File: src/hw/rtl/msptg_pkg.sv
// Shared types and constants for the multi-slot pulse train generator.
package msptg_pkg;

    localparam int SLOT_COUNT_DEF = 4;
    localparam int NUM_PINS_DEF   = 32;

    localparam int PIN_W   = 5;
    localparam int TIME_W  = 24;
    localparam int CNT_W   = 16;
    localparam int STEP_W  = 16;
    localparam int PHASE_W = 26;
    localparam int LVL_W   = 32;
    localparam int USED_W  = 2;

    localparam logic [STEP_W-1:0] STEP_RESET = 16'd1;

    localparam logic ACT_TICK  = 1'b0;
    localparam logic ACT_START = 1'b1;

    typedef enum logic [2:0] {
        S_IDLE,
        S_TICK_RD,
        S_TICK_ADD,
        S_TICK_WB,
        S_OUT
    } t_state;

    typedef struct packed {
        logic [PIN_W-1:0]          pin;
        logic [TIME_W-1:0]         period;
        logic [TIME_W-1:0]         width;
        logic signed [PHASE_W-1:0] phase;
        logic [CNT_W-1:0]          remaining;
    } t_slot;

endpackage

File: src/hw/rtl/multi_slot_pulse_train_generator.sv
// Top level: slot memory, tick sequencer and pin level register.
//
//  channel | valid       | ready        | payload
//  --------+-------------+--------------+-------------------------------------------
//  in      | i_in_valid  | o_in_ready   | i_action i_pin_index i_period_us
//          |             |              | i_width_us i_pulse_count
//  out     | o_out_valid | i_out_ready  | o_accepted o_slot_used o_running o_pin_levels
//  cfg     | i_cfg_valid | o_cfg_ready  | i_cfg_data (tick step)
//
// A start item writes its slot entry at acceptance; it and a tick while stopped then go
// to S_OUT, where the result is loaded into the output register. A running tick walks
// every slot, with memory read, phase add and write back for an active one, then S_OUT.
// Reset clears the slot busy flags, the pin levels and the run flag at once; the
// slot memory itself is not cleared. The output register frees the block to take
// the next item while a result waits; a full output register stalls the sequencer.
module multi_slot_pulse_train_generator
    import msptg_pkg::*;
#(
    parameter int SLOT_COUNT = SLOT_COUNT_DEF,
    parameter int NUM_PINS   = NUM_PINS_DEF
) (
    input  logic                i_clk,
    input  logic                i_rst_n,

    input  logic                i_in_valid,
    output logic                o_in_ready,
    input  logic                i_action,
    input  logic [PIN_W-1:0]    i_pin_index,
    input  logic [TIME_W-1:0]   i_period_us,
    input  logic [TIME_W-1:0]   i_width_us,
    input  logic [CNT_W-1:0]    i_pulse_count,

    output logic                o_out_valid,
    input  logic                i_out_ready,
    output logic                o_accepted,
    output logic [USED_W-1:0]   o_slot_used,
    output logic                o_running,
    output logic [LVL_W-1:0]    o_pin_levels,

    input  logic                i_cfg_valid,
    output logic                o_cfg_ready,
    input  logic [STEP_W-1:0]   i_cfg_data
);

    localparam int SLOT_W = (SLOT_COUNT > 1) ? $clog2(SLOT_COUNT) : 1;
    localparam int CMP_W  = PHASE_W + 1;

    // Slot memory
    t_slot mem_slot [SLOT_COUNT];

    t_state r_state, n_state;

    logic [STEP_W-1:0]          r_tick_step;
    logic [SLOT_COUNT-1:0]      r_active;
    logic [NUM_PINS-1:0]        r_pin_state, n_pin_state;
    logic                       r_engine_on;
    logic [SLOT_W-1:0]          r_slot;
    logic                       r_any;
    logic                       r_res_acc;
    logic [SLOT_W-1:0]          r_res_slot;

    t_slot                      r_rd;
    logic signed [PHASE_W-1:0]  r_phase_n;
    logic [CNT_W-1:0]           r_rem_n;
    logic [TIME_W:0]            r_wlim;

    logic                       r_out_valid;
    logic                       r_out_acc;
    logic [USED_W-1:0]          r_out_used;
    logic                       r_out_run;
    logic [LVL_W-1:0]           r_out_lvl;

    logic                       w_in_acc;
    logic                       w_start;
    logic                       w_found;
    logic [SLOT_W-1:0]          w_free;
    logic                       w_last;
    logic                       w_cur_active;
    logic                       w_rd_en;
    logic                       w_out_load;
    logic                       w_tick_done;
    logic                       w_keep;
    logic                       w_any_next;

    logic signed [PHASE_W-1:0]  w_step_x;
    logic signed [PHASE_W-1:0]  w_sum;
    logic                       w_wrap;
    logic signed [CMP_W-1:0]    w_ph_c;
    logic signed [CMP_W-1:0]    w_wid_c;
    logic signed [CMP_W-1:0]    w_lim_c;

    logic                       w_we;
    logic [SLOT_W-1:0]          w_waddr;
    t_slot                      w_wdata;

    logic                       w_drv_en;
    logic                       w_drv_lvl;
    logic [PIN_W-1:0]           w_drv_pin;

    // Handshakes
    assign o_in_ready  = (r_state == S_IDLE);
    assign o_cfg_ready = 1'b1;
    assign w_in_acc    = i_in_valid && o_in_ready;
    assign w_start     = w_in_acc && (i_action == ACT_START);
    assign w_out_load  = (r_state == S_OUT) && (!r_out_valid || i_out_ready);

    assign o_out_valid  = r_out_valid;
    assign o_accepted   = r_out_acc;
    assign o_slot_used  = r_out_used;
    assign o_running    = r_out_run;
    assign o_pin_levels = r_out_lvl;

    // Lowest free slot
    always_comb begin
        w_found = 1'b0;
        w_free  = '0;
        for (int s = SLOT_COUNT - 1; s >= 0; s--) begin
            if (!r_active[s]) begin
                w_found = 1'b1;
                w_free  = SLOT_W'(s);
            end
        end
    end

    assign w_last       = (r_slot == SLOT_W'(SLOT_COUNT - 1));
    assign w_cur_active = r_active[r_slot];
    assign w_rd_en      = (r_state == S_TICK_RD) && w_cur_active;

    // Phase arithmetic
    assign w_step_x = $signed({{(PHASE_W - STEP_W){1'b0}}, r_tick_step});
    assign w_sum    = r_rd.phase + w_step_x;
    assign w_wrap   = (w_sum >= $signed({{(PHASE_W - TIME_W){1'b0}}, r_rd.period}));
    assign w_ph_c   = CMP_W'(r_phase_n);
    assign w_wid_c  = $signed({{(CMP_W - TIME_W){1'b0}}, r_rd.width});
    assign w_lim_c  = $signed({{(CMP_W - TIME_W - 1){1'b0}}, r_wlim});

    assign w_keep      = (r_state == S_TICK_WB) && (r_rem_n != '0);
    assign w_any_next  = r_any || w_keep;
    assign w_tick_done = w_last && (((r_state == S_TICK_RD) && !w_cur_active)
                                    || (r_state == S_TICK_WB));

    // Next state
    always_comb begin
        n_state = r_state;
        unique case (r_state)
            S_IDLE: begin
                if (w_in_acc) begin
                    if (i_action == ACT_START || !r_engine_on) begin
                        n_state = S_OUT;
                    end else begin
                        n_state = S_TICK_RD;
                    end
                end
            end
            S_TICK_RD: begin
                if (w_cur_active) begin
                    n_state = S_TICK_ADD;
                end else if (w_last) begin
                    n_state = S_OUT;
                end
            end
            S_TICK_ADD: n_state = S_TICK_WB;
            S_TICK_WB:  n_state = w_last ? S_OUT : S_TICK_RD;
            S_OUT: begin
                if (w_out_load) begin
                    n_state = S_IDLE;
                end
            end
            default:    n_state = S_IDLE;
        endcase
    end

    // Memory write port and pin drive
    always_comb begin
        w_we      = 1'b0;
        w_waddr   = r_slot;
        w_wdata   = r_rd;
        w_drv_en  = 1'b0;
        w_drv_lvl = 1'b0;
        w_drv_pin = r_rd.pin;
        unique case (r_state)
            S_IDLE: begin
                w_waddr           = w_free;
                w_wdata.pin       = i_pin_index;
                w_wdata.period    = i_period_us;
                w_wdata.width     = i_width_us;
                w_wdata.phase     = -w_step_x;
                w_wdata.remaining = i_pulse_count;
                w_we              = w_start && w_found;
                w_drv_en          = w_start && w_found;
                w_drv_pin         = i_pin_index;
            end
            S_TICK_WB: begin
                w_we              = 1'b1;
                w_wdata.phase     = r_phase_n;
                w_wdata.remaining = r_rem_n;
                if (r_rem_n != '0) begin
                    if (r_phase_n == '0) begin
                        w_drv_en  = 1'b1;
                        w_drv_lvl = 1'b1;
                    end else if (w_ph_c >= w_wid_c && w_ph_c < w_lim_c) begin
                        w_drv_en  = 1'b1;
                    end
                end
            end
            S_TICK_RD, S_TICK_ADD, S_OUT: begin
            end
            default: begin
            end
        endcase
    end

    always_comb begin
        n_pin_state = r_pin_state;
        for (int p = 0; p < NUM_PINS; p++) begin
            if (w_drv_en && int'(w_drv_pin) == p) begin
                n_pin_state[p] = w_drv_lvl;
            end
        end
    end

    always_ff @(posedge i_clk) begin
        if (w_we) begin
            mem_slot[w_waddr] <= w_wdata;
        end
        if (w_rd_en) begin
            r_rd <= mem_slot[r_slot];
        end
    end

    // Phase add and wrap; hold results for write back
    always_ff @(posedge i_clk) begin
        if (r_state == S_TICK_ADD) begin
            r_phase_n <= w_wrap ? '0 : w_sum;
            r_rem_n   <= r_rd.remaining - CNT_W'(w_wrap);
            r_wlim    <= {1'b0, r_rd.width} + (TIME_W + 1)'(r_tick_step);
        end
    end

    // Control state
    always_ff @(posedge i_clk) begin
        if (!i_rst_n) begin
            r_state     <= S_IDLE;
            r_tick_step <= STEP_RESET;
            r_active    <= '0;
            r_pin_state <= '0;
            r_engine_on <= 1'b0;
            r_slot      <= '0;
            r_any       <= 1'b0;
            r_res_acc   <= 1'b0;
            r_res_slot  <= '0;
            r_out_valid <= 1'b0;
        end else begin
            r_state     <= n_state;
            r_pin_state <= n_pin_state;
            if (i_cfg_valid && o_cfg_ready) begin
                r_tick_step <= i_cfg_data;
            end
            if (w_in_acc) begin
                r_slot     <= '0;
                r_any      <= 1'b0;
                r_res_acc  <= w_start && w_found;
                r_res_slot <= (w_start && w_found) ? w_free : '0;
            end
            if (w_start && w_found) begin
                r_active[w_free] <= (i_pulse_count != '0);
                r_engine_on      <= 1'b1;
            end
            if (r_state == S_TICK_WB) begin
                r_active[r_slot] <= (r_rem_n != '0);
                r_any            <= w_any_next;
            end
            // advance to the next slot
            if (!w_last && (((r_state == S_TICK_RD) && !w_cur_active)
                            || (r_state == S_TICK_WB))) begin
                r_slot <= r_slot + 1'b1;
            end
            if (w_tick_done) begin
                r_engine_on <= w_any_next;
            end
            if (w_out_load) begin
                r_out_valid <= 1'b1;
            end else if (i_out_ready) begin
                r_out_valid <= 1'b0;
            end
        end
    end

    always_ff @(posedge i_clk) begin
        if (w_out_load) begin
            r_out_acc  <= r_res_acc;
            r_out_used <= USED_W'(r_res_slot);
            r_out_run  <= r_engine_on;
            r_out_lvl  <= LVL_W'(r_pin_state);
        end
    end

endmodule

File: config.mk
export PLATFORM = sky130hd
export DESIGN_NAME = multi_slot_pulse_train_generator
export DESIGN_NICKNAME = d
export VERILOG_FILES = /design/src/hw/rtl/msptg_pkg.sv /design/src/hw/rtl/multi_slot_pulse_train_generator.sv
export SDC_FILE = /design/constraint.sdc
export NUM_CORES = 1
export LEC_CHECK = 0
export BUFFER_PORTS_ARGS = -buffer_cell sky130_fd_sc_hd__buf_4
export CAP_MARGIN = 40
export CORE_MARGIN = 5
export CORE_UTILIZATION = 40
export CTS_BUF_LIST = sky130_fd_sc_hd__clkbuf_4
export DETAILED_ROUTE_END_ITERATION = 8
export SLEW_MARGIN = 20
export SYNTH_ARGS = -nofsm -noshare
export SYNTH_HDL_FRONTEND = slang
export SYNTH_SLANG_ARGS = --single-unit
File: constraint.sdc
create_clock -name i_clk -period 12.45 [get_ports i_clk]
set_input_delay 0.6225 -clock i_clk [delete_from_list [all_inputs] [get_ports i_clk]]
set_output_delay 0.6225 -clock i_clk [all_outputs]
set_load 0.01 [all_outputs]
# Yosys cells after proc, flatten, opt, wreduce, memory -nomap -nowiden
# Memories as Yosys holds them, arrays and structs flattened. A register that Yosys moved wholly into a read port is not among the register bits.
# Cells that the tools add are included.
word_totals:
  latchBits: 0
  rom_bits: 0
  in_bits: 91
  n_memories: 1
  ff_bits: 166
  out_inout_bits: 39
  ramBits: 380
op_classes:
  n_mux: 49
  n_eq_ne: 39
  reduce_logical: 62
  n_shift: 0
  bitwise_logic: 0
  n_mul: 0
  add_sub_neg: 5
  order_cmp: 7
  div: 0
memory_table:
  columns: ["name", "depth", "word_bits", "rd", "rd_ports_with_merged_regs", "write_ports", "line_no", "source"]
  rows:
  - ["mem_slot", 4, 95, 1, 1, 1, "multi_slot_pulse_train_generator.sv:49", "t_slot mem_slot [SLOT_COUNT];"]
op_table:
  columns: ["op", "n"]
  rows:
  - ["42-bit case mux with 2 select lines", 1]
  - ["5-bit equality test, second input constant", 16]
  - ["53-bit two-way mux", 1]
  - ["26-bit by 25-bit >= comparator with 1-bit output", 2]
  - ["1-bit logical AND", 44]
  - ["5-bit by 4-bit equality test with 1-bit output, second input constant", 8]
  - ["16-bit nonzero test", 2]
  - ["26-bit by 17-bit adder with 26-bit output", 1]
  - ["26-bit zero test", 1]
  - ["26-bit < comparator", 1]
  - ["16-bit negation with 26-bit output", 1]
  - ["24-bit by 16-bit adder with 25-bit output", 1]
  - ["1-bit two-way mux", 21]
  - ["5-bit by 3-bit equality test with 1-bit output, second input constant", 4]
  - ["3-bit two-way mux", 6]
  - ["2-bit two-way mux", 8]
  - ["16-bit by 1-bit subtractor with 16-bit output", 1]
  - ["3-bit case mux with 5 select lines", 1]
  - ["4-bit two-way mux", 3]
  - ["5-bit by 2-bit equality test with 1-bit output, second input constant", 2]
  - ["4-bit bitwise mux", 2]
  - ["2-bit nonzero test", 4]
  - ["3-bit by 2-bit equality test with 1-bit output, second input constant", 2]
  - ["2-bit by 3-bit < comparator with 1-bit output, second input constant", 2]
  - ["18 further kinds", 27]

# Depth between registers and ports, before layout
# Gate-level depths: netlist of run 1.
depth:
  word_depth: 13
  depth_mapped: 24
  ltp_nobuf: 24

# Worst setup path before layout of run 1
# Ideal clock, no wire load.
synth_path:
  path_type: "reg-to-reg"
  startpoint: "register r_state[2]"
  endpoint: "memory mem_slot[2][0] (netlist bit), enable pin"
  setup_time_ns: 0.665
  synth_period_minus_slack_ns: 8.636
  n_path_buf: 3
  setup_slack_ns: 3.814
  arrival_time_ns: 7.971
  path_stages_with_launch: 8
  cell_sequence: "dfxtp_1 > buf_6 > or3_1 > buf_6 > inv_8 > clkbuf_1 > mux2i_1 > nor3_1"
synth_via:
  elab_chain_cells: 7
  elab_cells_between_ends: 9
  cone_classes: "eq/ne: 1; mux: 4; reduce/logical: 4"
synth_rtl:
  columns: ["element", "line_no", "source"]
  rows:
  - ["start, declared", "multi_slot_pulse_train_generator.sv:51", "t_state r_state, n_state;"]
  - ["start signal, assigned", "multi_slot_pulse_train_generator.sv:254", "r_state <= n_state;"]
  - ["3-bit zero test", "multi_slot_pulse_train_generator.sv:101, multi_slot_pulse_train_generator.sv:181", null]
  - ["1-bit logical AND", "multi_slot_pulse_train_generator.sv:103", "assign w_in_acc = i_in_valid && o_in_ready;"]
  - ["1-bit logical AND", "multi_slot_pulse_train_generator.sv:104", "assign w_start = w_in_acc && (i_action == ACT_START);"]
  - ["1-bit logical AND", "multi_slot_pulse_train_generator.sv:189", "w_we = w_start && w_found;"]
  - ["1-bit case mux with 2 select lines", "multi_slot_pulse_train_generator.sv:181", "unique case (r_state)"]
  - ["1-bit two-way mux", "multi_slot_pulse_train_generator.sv:223", "if (w_we) begin"]
  - ["1-bit two-way mux (not written as such)", "multi_slot_pulse_train_generator.sv:224", "mem_slot[w_waddr] <= w_wdata;"]
  - ["end, declared", "multi_slot_pulse_train_generator.sv:49", null]
# Parallel ways exist; a longest one is shown, timed or not.

# Worst setup path after layout of run 1
layout_path:
  startpoint: "register r_tick_step[0]"
  endpoint: "register r_rem_n[12], data pin"
layout_via:
  elab_chain_cells: 3
layout_rtl:
  columns: ["element", "line_no", "source"]
  rows:
  - ["start, declared", "multi_slot_pulse_train_generator.sv:53", "logic [STEP_W-1:0] r_tick_step;"]
  - ["start signal, assigned", "multi_slot_pulse_train_generator.sv:257", "r_tick_step <= i_cfg_data;"]
  - ["26-bit by 17-bit adder with 26-bit output", "multi_slot_pulse_train_generator.sv:131", "assign w_sum = r_rd.phase + w_step_x;"]
  - ["net w_sum[20]", "multi_slot_pulse_train_generator.sv:86", "logic signed [PHASE_W-1:0] w_sum;"]
  - ["26-bit by 25-bit >= comparator with 1-bit output", "multi_slot_pulse_train_generator.sv:132", "assign w_wrap = (w_sum >= $signed({{(PHASE_W - TIME_W){1'b0}}, r_rd.period}));"]
  - ["16-bit by 1-bit subtractor with 16-bit output", "multi_slot_pulse_train_generator.sv:235", "r_rem_n <= r_rd.remaining - CNT_W'(w_wrap);"]
  - ["end signal, assigned", "multi_slot_pulse_train_generator.sv:235", null]
  - ["end, declared", "multi_slot_pulse_train_generator.sv:64", "logic [CNT_W-1:0] r_rem_n;"]
# The timed path passes the listed nets, and every way through them passes these cells.
# A chain may end at the register's enable or synchronous reset.

==> results.json, run 1 <==
{
  "nets": 2401,
  "hold_slack_ns": 0.140,
  "synth-seq-cells": 641,
  "synth_cell_types": 74,
  "drt-initial-drc-count": 1144,
  "globalRouteMet1Util": 0.236,
  "via_per_inst": 5.25,
  "worstPathArrival_ns": 7.37,
  "grt_max_degree": 128,
  "synth_area_leaders": "edfxtp_1, mux4_2, ha_1",
  "setup_viol": 0,
  "first_pass_iters": 5,
  "use_met2": 0.304,
  "ir_drop_mv": 0.0554,
  "clk_latency_ns": 0.98,
  "numCtsBuffers": 165,
  "fin_skew_ns": 0.0663,
  "wl_per_cell_um": 21.0,
  "vias": 17100,
  "pwr-share-comb": 0.072,
  "dpl.hpwl_mm": 44.3,
  "setup.worst_path.end_class": "flop",
  "cts.path.max_buffers": 3,
  "coreArea_sq_um": 69900,
  "synth-async-reset-ratio": 0,
  "grtUsageTotal": 0.182,
  "cap_violations": 0,
  "die_area_sq_um": 75700,
  "syn2layout_area_growth_pct": 18.3,
  "synthCells": 1861,
  "yosysTopAreaCellShare": 0.617,
  "p_int_uw": 3440,
  "synth_common_cells": "edfxtp_1, nand2_1, ha_1",
  "rrSetupSlack_ns": 5.75,
  "worstPathRequired_ns": 13.12,
  "slew_headroom": 0.395,
  "sw_frac_of_total": 0.236,
  "yosysTopAreaCell": "edfxtp_1",
  "setup_tns_ns": 0,
  "fmax_mhz": 149,
  "slew_viol_final": 0,
  "die_h_um": 275,
  "cts_setup_buffers": 0,
  "p_per_area_nw_per_um2": 135,
  "power_leakage_uw": 0.0122,
  "drtAntennaViolNets": 0,
  "yosysWarnings": 0,
  "grt_antenna_before_repair": 3,
  "hold_depth": 3,
  "switchingPower_uw": 1060,
  "gp_congestion": 0.880,
  "netlist_area_sq_um": 28100,
  "dp_cells": 2885,
  "power_uw": 4500,
  "min_period_ns": 6.70,
  "rr_worst_depth": 22,
  "outcome": "finished, final reports clean",
  "final-hold-violation-count": 0,
  "min_from": "i_width_us[15]",
  "setup.worst_path.class": "reg -> reg",
  "start_util": 0.402,
  "cp_max_fo": 25,
  "worstMarginPinSlew_ns": 0.908,
  "io_pins": 130,
  "first_global_vias": 17800,
  "drc": 0,
  "rsz0062_at_grt": "false",
  "gr-max-usage-layer": "met2",
  "p_clk_frac": 0.387,
  "drive_gt1_frac": 0.232,
  "grt-ovfl-total": 0,
  "yosysMostFrequentCell": "edfxtp_1",
  "final_cells": 3264,
  "grt_pass1_wl_mm": 104,
  "grt_use_met3": 0.0390,
  "clk_pin_slew_ns": 0.06,
  "critical_path.startpoint_type": "flop",
  "cts_tree": "done",
  "fp-row-count": 97,
  "ys.flop_type": "edfxtp_1",
  "r2r-end": "r_rem_n[12]",
  "root_buffer": "clkbuf_4",
  "port_buffers": 128,
  "clock_sinks": 641,
  "r2r_start": "r_tick_step[0]",
  "seq_power_share": 0.540,
  "cts_resized": 0,
  "die_x_um": 275,
  "whs_endpoint": "mem_slot[0][57]",
  "hold_path_class": "in -> reg",
  "finalCritPeriodShare": 0.538,
  "h-tree-depth": 4,
  "syn-num-nets": 2065,
  "synth.avg_cell_area_sq_um": 15.1,
  "seq_area_frac_synth": 0.662,
  "synth_edf_count": 578,
  "routed_wl_mm": 68.5
}
## power groups by stage
stage | sequential [uW] | clock (uW) | combinational (uW)
after global routing | 2430 | 1930 | 356
after floorplan | 2480 | 0 | 190
final | 2430 | 1750 | 326
after global placement | 2480 | 0 | 295
after CTS | 2430 | 1820 | 327
after detailed placement | 2480 | 0 | 305
## flip-flops by register name, indices dropped and copies added (netlist names), 2 cells and up
signal        count
r_tick_step      16
r_wlim           25
o_slot_used       2
mem_slot        380
r_rd             95
r_slot            2
r_pin_state      32
r_phase_n        26
r_active          4
o_pin_levels     32
r_state           3
r_res_slot        2
r_rem_n          16
## routing by layer
metal / wire length, um / vias up
li1: - / 7999
met4: 1550 / 0
met2: 34200 / 490
met5: 0 / -
met3: 3640 / 104
met1: 29100 / 8532
## how the worst max path moves through the flow
stage | start | end | slack [ns] | depth (start not counted)
floorplan | r_state[2] | mem_slot[2][0] | 3.81 | 7
global placement | r_rd[16] | r_rem_n[12] | 6.01 | 22
detailed placement | r_rd[16] | r_rem_n[8] | 5.87 | 22
CTS | r_rd[16] | r_rem_n[12] | 5.82 | 22
global route | r_tick_step[0] | r_rem_n[12] | 5.47 | 22
finish | r_tick_step[0] | r_rem_n[12] | 5.75 | 22
## metrics by stage
step / util / cell area [sq um] / worst slack [ns]
4_1_cts: 0.475 / 33200 / 5.82
6_report: 0.476 / 33300 / 5.75
3_5_place_dp: 0.434 / 30300 / 5.87
5_1_grt: 0.476 / 33300 / 5.47
2_1_floorplan: - / 28100 / 3.81
3_3_place_gp: 0.431 / 30100 / 6.01
## cell type report
| class | count | area (sq um) |
|---|---|---|
| Fill cell | 6220 | 36600 |
| Sequential cell | 641 | 18600 |
| Multi-Input combinational cell | 1044 | 8840 |
| Timing Repair Buffer | 241 | 2160 |
| Clock buffer | 234 | 1760 |
| Tap cell | 940 | 1180 |
| Inverter | 104 | 398 |
| Clock inverter | 59 | 307 |
| Antenna cell | 1 | 2.50 |
## placed cells by master (no fill, tap or decap), types with 22 or more instances in the layout
| cell | n |
|---|---|
| clkinv_1 | 38 |
| o21ai_0 | 80 |
| nor2_1 | 51 |
| clkbuf_4 | 234 |
| nand2_1 | 165 |
| mux4_2 | 96 |
| nand3_1 | 43 |
| a22oi_1 | 27 |
| a21oi_1 | 53 |
| buf_4 | 148 |
| nor2b_1 | 27 |
| dlygate4sd3_1 | 82 |
| mux2i_1 | 53 |
| inv_1 | 103 |
| xnor2_1 | 43 |
| edfxtp_1 | 578 |
| ha_1 | 111 |
| o211ai_1 | 23 |
| xor2_1 | 23 |
| a21boi_0 | 22 |
| a21o_1 | 27 |
| dfxtp_1 | 61 |
## repair_timing
item / CTS / global route
endpoints found under the hold margin: 256 / 0
hold buffers: 82 / 0
setup endpoints to repair: 0 / 0
## logic make-up (layout without fill, tap and decap cells)
logic type               after synthesis  in the layout  synth area share
AO/OA/AOI/OAI                        313            313            0.0759
XOR/XNOR                              66             66            0.0206
buffers and inverters                176            638            0.0252
flip-flops                           641            641             0.662
other                                  1              2          0.000133
adder cells (fa/ha/maj)              113            113            0.0508
multiplexers                         150            150            0.0962
AND/OR/NAND/NOR                      401            401            0.0690
## critical path, cell delays in order, from the launching register on
cell and delay, ns:
dfxtp_1 0.37, ha_1 0.25, fa_1 0.41, a21oi_1 0.21
a2bb2oi_1 0.32, a211oi_1 0.17, o31ai_1 0.53, a21boi_2 0.22
and4_1 0.26, xor2_1 0.15, ha_1 0.30, a21o_1 0.16
a211o_1 0.29, or4_1 0.39, o31ai_1 0.34, a21oi_1 0.11
nand3b_1 0.66, and2_1 0.45, ha_1 0.21, ha_1 0.26
nand3_1 0.15, nor2_1 0.08, xor2_1 0.14
Power figures use the tool's default switching activity.
==> run 2, diff against run 1 <==
- clock period: 12.45 -> 6.4 ns (I/O delays scaled with it)
==> results.json, run 2 (same netlist as run 1, synthesis figures left out) <==
{
  "outcome": "finished, final reports clean",
  "crit_chain": "ha_1 > fa_1 > a21oi_1 > a2bb2oi_1 > a211oi_1 > o31ai_1 > a21boi_2 > and4_1 > xor2_1 > ha_1 > a21o_1 > a211o_1 > or4_1 > o31ai_1 > a21oi_1 > nand3b_1 > and2_1 > ha_1 > ha_1 > nand3_1 > nor2_1 > xor2_1",
  "ir_drop_mv": 0.107,
  "fmax_mhz": 167,
  "grt_max_degree": 128,
  "min_from": "i_period_us[15]",
  "drive_gt1_frac": 0.232,
  "setup.worst_path.end_class": "flop",
  "path_buf_inv": 0,
  "fp-row-count": 97,
  "cp_slowest_cell": "o31ai_1",
  "final_cell_area_sq_um": 33900,
  "largest_reg_flops": 380,
  "gr-max-usage-layer": "met2",
  "crit_start": "r_rd[16]",
  "grt_antenna_before_repair": 1,
  "numCtsBuffers": 162,
  "rsz0062_at_grt": "false",
  "h-tree-depth": 4,
  "die_x_um": 275,
  "cts_setup_buffers": 0,
  "gp_congestion": 0.874,
  "cts_tree": "done",
  "hold_path_class": "in -> reg",
  "first_pass_iters": 5,
  "nets": 2443,
  "root_buffer": "clkbuf_4",
  "fin_skew_ns": 0.0519,
  "die_h_um": 275,
  "r2r_start": "r_rd[16]",
  "drt-initial-drc-count": 1240,
  "finalCritPeriodShare": 0.934,
  "grt_use_met3": 0.0376,
  "grt-ovfl-total": 0,
  "setup.worst_path.class": "reg -> reg",
  "first_global_vias": 18400,
  "worstMarginPinSlew_ns": 0.891,
  "utilization": 0.485,
  "die_area_sq_um": 75700,
  "grt_pass1_wl_mm": 106,
  "cp_max_fo": 7,
  "dpl.hpwl_mm": 44.1,
  "via_per_inst": 5.29,
  "final-hold-violation-count": 0,
  "start_util": 0.402,
  "clock_sinks": 641,
  "globalRouteMet1Util": 0.240,
  "clk_pin_slew_ns": 0.07,
  "crit_top_cell": "ha_1",
  "wl_per_cell_um": 21.0,
  "port_buffers": 128,
  "slew_viol_final": 0,
  "min_period_ns": 5.98,
  "top_register": "mem_slot",
  "cap_violations": 0,
  "worstPathArrival_ns": 6.69,
  "p_per_area_nw_per_um2": 267,
  "slew_headroom": 0.391,
  "clk_latency_ns": 0.99,
  "final_cell_mix": "edfxtp_1, clkbuf_4, nand2_1",
  "drc": 0,
  "cts_resized": 0,
  "grtUsageTotal": 0.185,
  "drtAntennaViolNets": 0,
  "cpPeakStageDelay_ns": 0.48,
  "cp_top_family": "compound AO/OA/AOI/OAI gates",
  "critical_path.startpoint_type": "flop",
  "setup_viol": 0,
  "coreArea_sq_um": 69900,
  "use_met2": 0.307,
  "routed_wl_mm": 69.4,
  "placed_cell_area_sq_um": 30400,
  "cts.path.max_buffers": 3,
  "top_regs": "mem_slot: 380 flops, r_rd: 95 flops",
  "syn2layout_area_growth_pct": 20.6,
  "setup_tns_ns": 0,
  "vias": 17500,
  "worstPathRequired_ns": 7.11,
  "layout_commonest_cell": "edfxtp_1",
  "io_pins": 130,
  "power_leakage_uw": 0.0125
}
[run 2: final cells by class]
type | instances | area, sq um
inverter | 104 | 398
tap | 940 | 1180
clock buffer | 239 | 1790
antenna | 1 | 2.50
multi-input combinational | 1044 | 8840
sequential | 641 | 18600
timing repair buffer | 286 | 2670
fill | 6126 | 36000
clock inverter | 48 | 398
[run 2: metrics by stage]
step,hold slack [ns],setup WS [ns],instances,total power (uW)
after floorplan,0.408,-2.24,1861,5190
after global placement,0.413,0.615,2878,5390
after detailed placement,0.416,0.528,2889,5420
after CTS,0.121,0.491,3301,9180
after global routing,0.208,0.0574,3303,9470
final,0.270,0.420,3303,9050
[run 2: repair_timing]
action,4_1_cts,5_1_grt
setup endpoints to repair,0,0
endpoints found under the hold margin,339,0
hold buffers,125,0
[run 2: worst paths after layout]
kind | cells past startpoint | end | slack, ns
setup / recovery | 22 | r_rem_n[14] | 0.42
hold / removal | 4 | mem_slot[2][81] | 0.27
setup reg to reg | 22 | r_rem_n[14] | 0.42
hold reg to reg | 0 | o_pin_levels[19] | 0.43
[run 2: power breakdown]
group | internal [uW] | switching, uW
Combinational | 289 | 386
Clock | 2000 | 1650
Sequential | 4690 | 34.1
[run 2: tightest hold or removal path: stages]
cell and delay, ns:
dlygate4sd3_1 0.52, buf_4 0.10, nand2_1 0.04, o21ai_0 0.14
[run 2: layer usage]
layer	vias up	wire length (um)
met3	120	3820
met2	543	34100
met1	8741	29500
met5	-	0
met4	0	1950
li1	8068	-
==> run 3, diff against run 2 <==
- BUFFER_PORTS_ARGS: -buffer_cell sky130_fd_sc_hd__buf_4 -> default
- CTS_BUF_LIST: sky130_fd_sc_hd__clkbuf_4 -> default
- DONT_BUFFER_PORTS: default -> 1
==> results.json, run 3 (same netlist as run 1, synthesis figures left out) <==
{
  "r2r_start": "r_rd[16]",
  "start_util": 0.402,
  "cts_resized": 0,
  "fmax_mhz": 171,
  "drt-initial-drc-count": 1210,
  "hold_path_class": "in -> reg",
  "port_buffers": 0,
  "pwr-share-comb": 0.060,
  "worstPathArrival_ns": 6.22,
  "p_int_uw": 7280,
  "syn2layout_area_growth_pct": 14.6,
  "slew_headroom": 0.431,
  "power_leakage_uw": 0.0113,
  "ir_drop_mv": 0.166,
  "min_period_ns": 5.86,
  "dpl.hpwl_mm": 43.5,
  "via_per_inst": 5.50,
  "root_buffer": "clkbuf_16",
  "num-fill-cells": 6098,
  "vias": 16100,
  "grt-ovfl-total": 0,
  "drive_gt1_frac": 0.133,
  "p_per_area_nw_per_um2": 291,
  "fp-row-count": 97,
  "crit_end": "r_rem_n[14]",
  "grt_max_degree": 128,
  "clk_pin_slew_ns": 0.06,
  "rr_worst_depth": 22,
  "top_regs": "mem_slot: 380 flops, r_rd: 95 flops",
  "coreArea_sq_um": 69900,
  "crit_chain": "ha_1 > fa_1 > a21oi_1 > a2bb2oi_1 > a211oi_1 > o31ai_1 > a21boi_2 > and4_1 > xor2_1 > ha_1 > a21o_1 > a211o_1 > or4_1 > o31ai_1 > a21oi_1 > nand3b_1 > and2_1 > ha_1 > ha_1 > nand3_1 > nor2_1 > xor2_1",
  "first_global_vias": 16400,
  "wl_per_cell_um": 23.1,
  "cts.path.max_buffers": 3,
  "final_cell_area_sq_um": 32200,
  "cp_slowest_cell": "o31ai_1",
  "seq_power_share": 0.506,
  "grtUsageTotal": 0.178,
  "crit_top_cell": "ha_1",
  "cp_max_fo": 7,
  "layout_commonest_cell": "edfxtp_1",
  "rrSetupSlack_ns": 0.54,
  "largest_reg_flops": 380,
  "clock_sinks": 641,
  "place_ws_ns": 0.587,
  "numCtsBuffers": 69,
  "gp_congestion": 0.870,
  "cpPeakStageDelay_ns": 0.47,
  "setup.worst_path.class": "reg -> reg",
  "critical_path.startpoint_type": "flop",
  "drtAntennaViolNets": 0,
  "cap_violations": 0,
  "setup_slack_ns": 0.542,
  "rsz0062_at_grt": "false",
  "clk_latency_ns": 0.62,
  "cp_num_cells": 22,
  "setup_tns_ns": 0,
  "top_register": "mem_slot",
  "finalCritPeriodShare": 0.915,
  "switchingPower_uw": 2090,
  "hold_slack_ns": 0.0283,
  "setup_viol": 0,
  "outcome": "finished, final reports clean",
  "p_clk_frac": 0.435,
  "die_area_sq_um": 75700,
  "cp_top_family": "compound AO/OA/AOI/OAI gates",
  "dp_cells": 2760,
  "grt_antenna_before_repair": 1,
  "die_x_um": 275,
  "die_h_um": 275,
  "grt_pass1_wl_mm": 102,
  "nets": 2139,
  "io_pins": 130,
  "final_cell_mix": "edfxtp_1, nand2_1, ha_1",
  "r2r-end": "r_rem_n[14]",
  "setup.worst_path.end_class": "flop",
  "cts_tree": "done",
  "worstPathRequired_ns": 6.76,
  "routed_wl_mm": 67.8,
  "placed_cell_area_sq_um": 29400,
  "final_cells": 2932,
  "slew_viol_final": 0,
  "fin_skew_ns": 0.0226,
  "first_pass_iters": 6,
  "crit_start": "r_rd[16]",
  "worstMarginPinSlew_ns": 0.846,
  "path_buf_inv": 0,
  "h-tree-depth": 3,
  "drc": 0,
  "sw_frac_of_total": 0.223,
  "final-hold-violation-count": 0
}
## run 3: changes by cell type in the layout (fill, tap and decap cells not counted), sizes merged, moves of 7 or more
| cell | change |
|---|---|
| buf | -124 |
| dlygate4sd3 | -87 |
| clkbuf | -154 |
| clkinv | -7 |
## run 3: worst min path at each step
stage | from | cells after the start | slack, ns | endpoint
6_report | i_period_us[13] | 2 | 0.03 | mem_slot[1][79]
5_1_grt | i_period_us[4] | 2 | 0.03 | mem_slot[1][70]
2_1_floorplan | r_pin_state[0] | 0 | 0.41 | o_pin_levels[0]
4_1_cts | i_period_us[4] | 2 | 0.002 | mem_slot[1][70]
3_3_place_gp | r_pin_state[3] | 0 | 0.41 | o_pin_levels[3]
3_5_place_dp | r_pin_state[20] | 0 | 0.42 | o_pin_levels[20]
## run 3: stage by stage
step                      power, uW   util
after global placement         5320  0.418
final                          9370  0.461
after detailed placement       5340  0.421
after floorplan                5190      -
after global routing           9700  0.461
after CTS                      9450  0.460
## run 3: worst register-to-register path, delay by kind of cell, from the launching register on
kind / cells / cell delay, ns
AOI/OAI and AO/OA: 9 / 2.30
and+or+nand+nor: 6 / 1.24
DFF: 1 / 0.40
adders and majority gates: 5 / 1.40
xor gates and xnor gates: 2 / 0.29
## run 3: layout make-up
| class | count | area, sq um | area share |
|---|---|---|---|
| repair buffers | 75 | 887 | 0.0275 |
| diodes | 1 | 2.50 | 0.0000776 |
| multi-input cells | 1044 | 8840 | 0.274 |
| clock inverters | 42 | 490 | 0.0152 |
| well taps | 940 | 1180 | 0.0365 |
| flip-flops and latches | 641 | 18600 | 0.578 |
| clock buffers | 85 | 1820 | 0.0564 |
| inverters | 104 | 398 | 0.0123 |
## run 3: power groups by stage
stage | Combinational [uW] | Clock [uW] | Sequential, uW
after detailed placement | 513 | 0 | 4830
after global placement | 492 | 0 | 4830
final | 559 | 4070 | 4740
after floorplan | 370 | 0 | 4820
after global routing | 613 | 4340 | 4740
after CTS | 551 | 4160 | 4740
## run 3: repair_timing
| item | in CTS | in global routing |
|---|---|---|
| endpoints found under the setup margin | 0 | 0 |
| hold buffers | 40 | 0 |
| setup buffers | 0 | 0 |
| hold endpoints to repair | 142 | 0 |
## run 3: routing by layer
metal	part of all wire	vias to the layer above	track usage
met5	0	-	0
met2	0.48	473	0.291
met4	0.026	0	0.0588
met3	0.054	97	0.0292
met1	0.44	8198	0.244
li1	-	7359	-
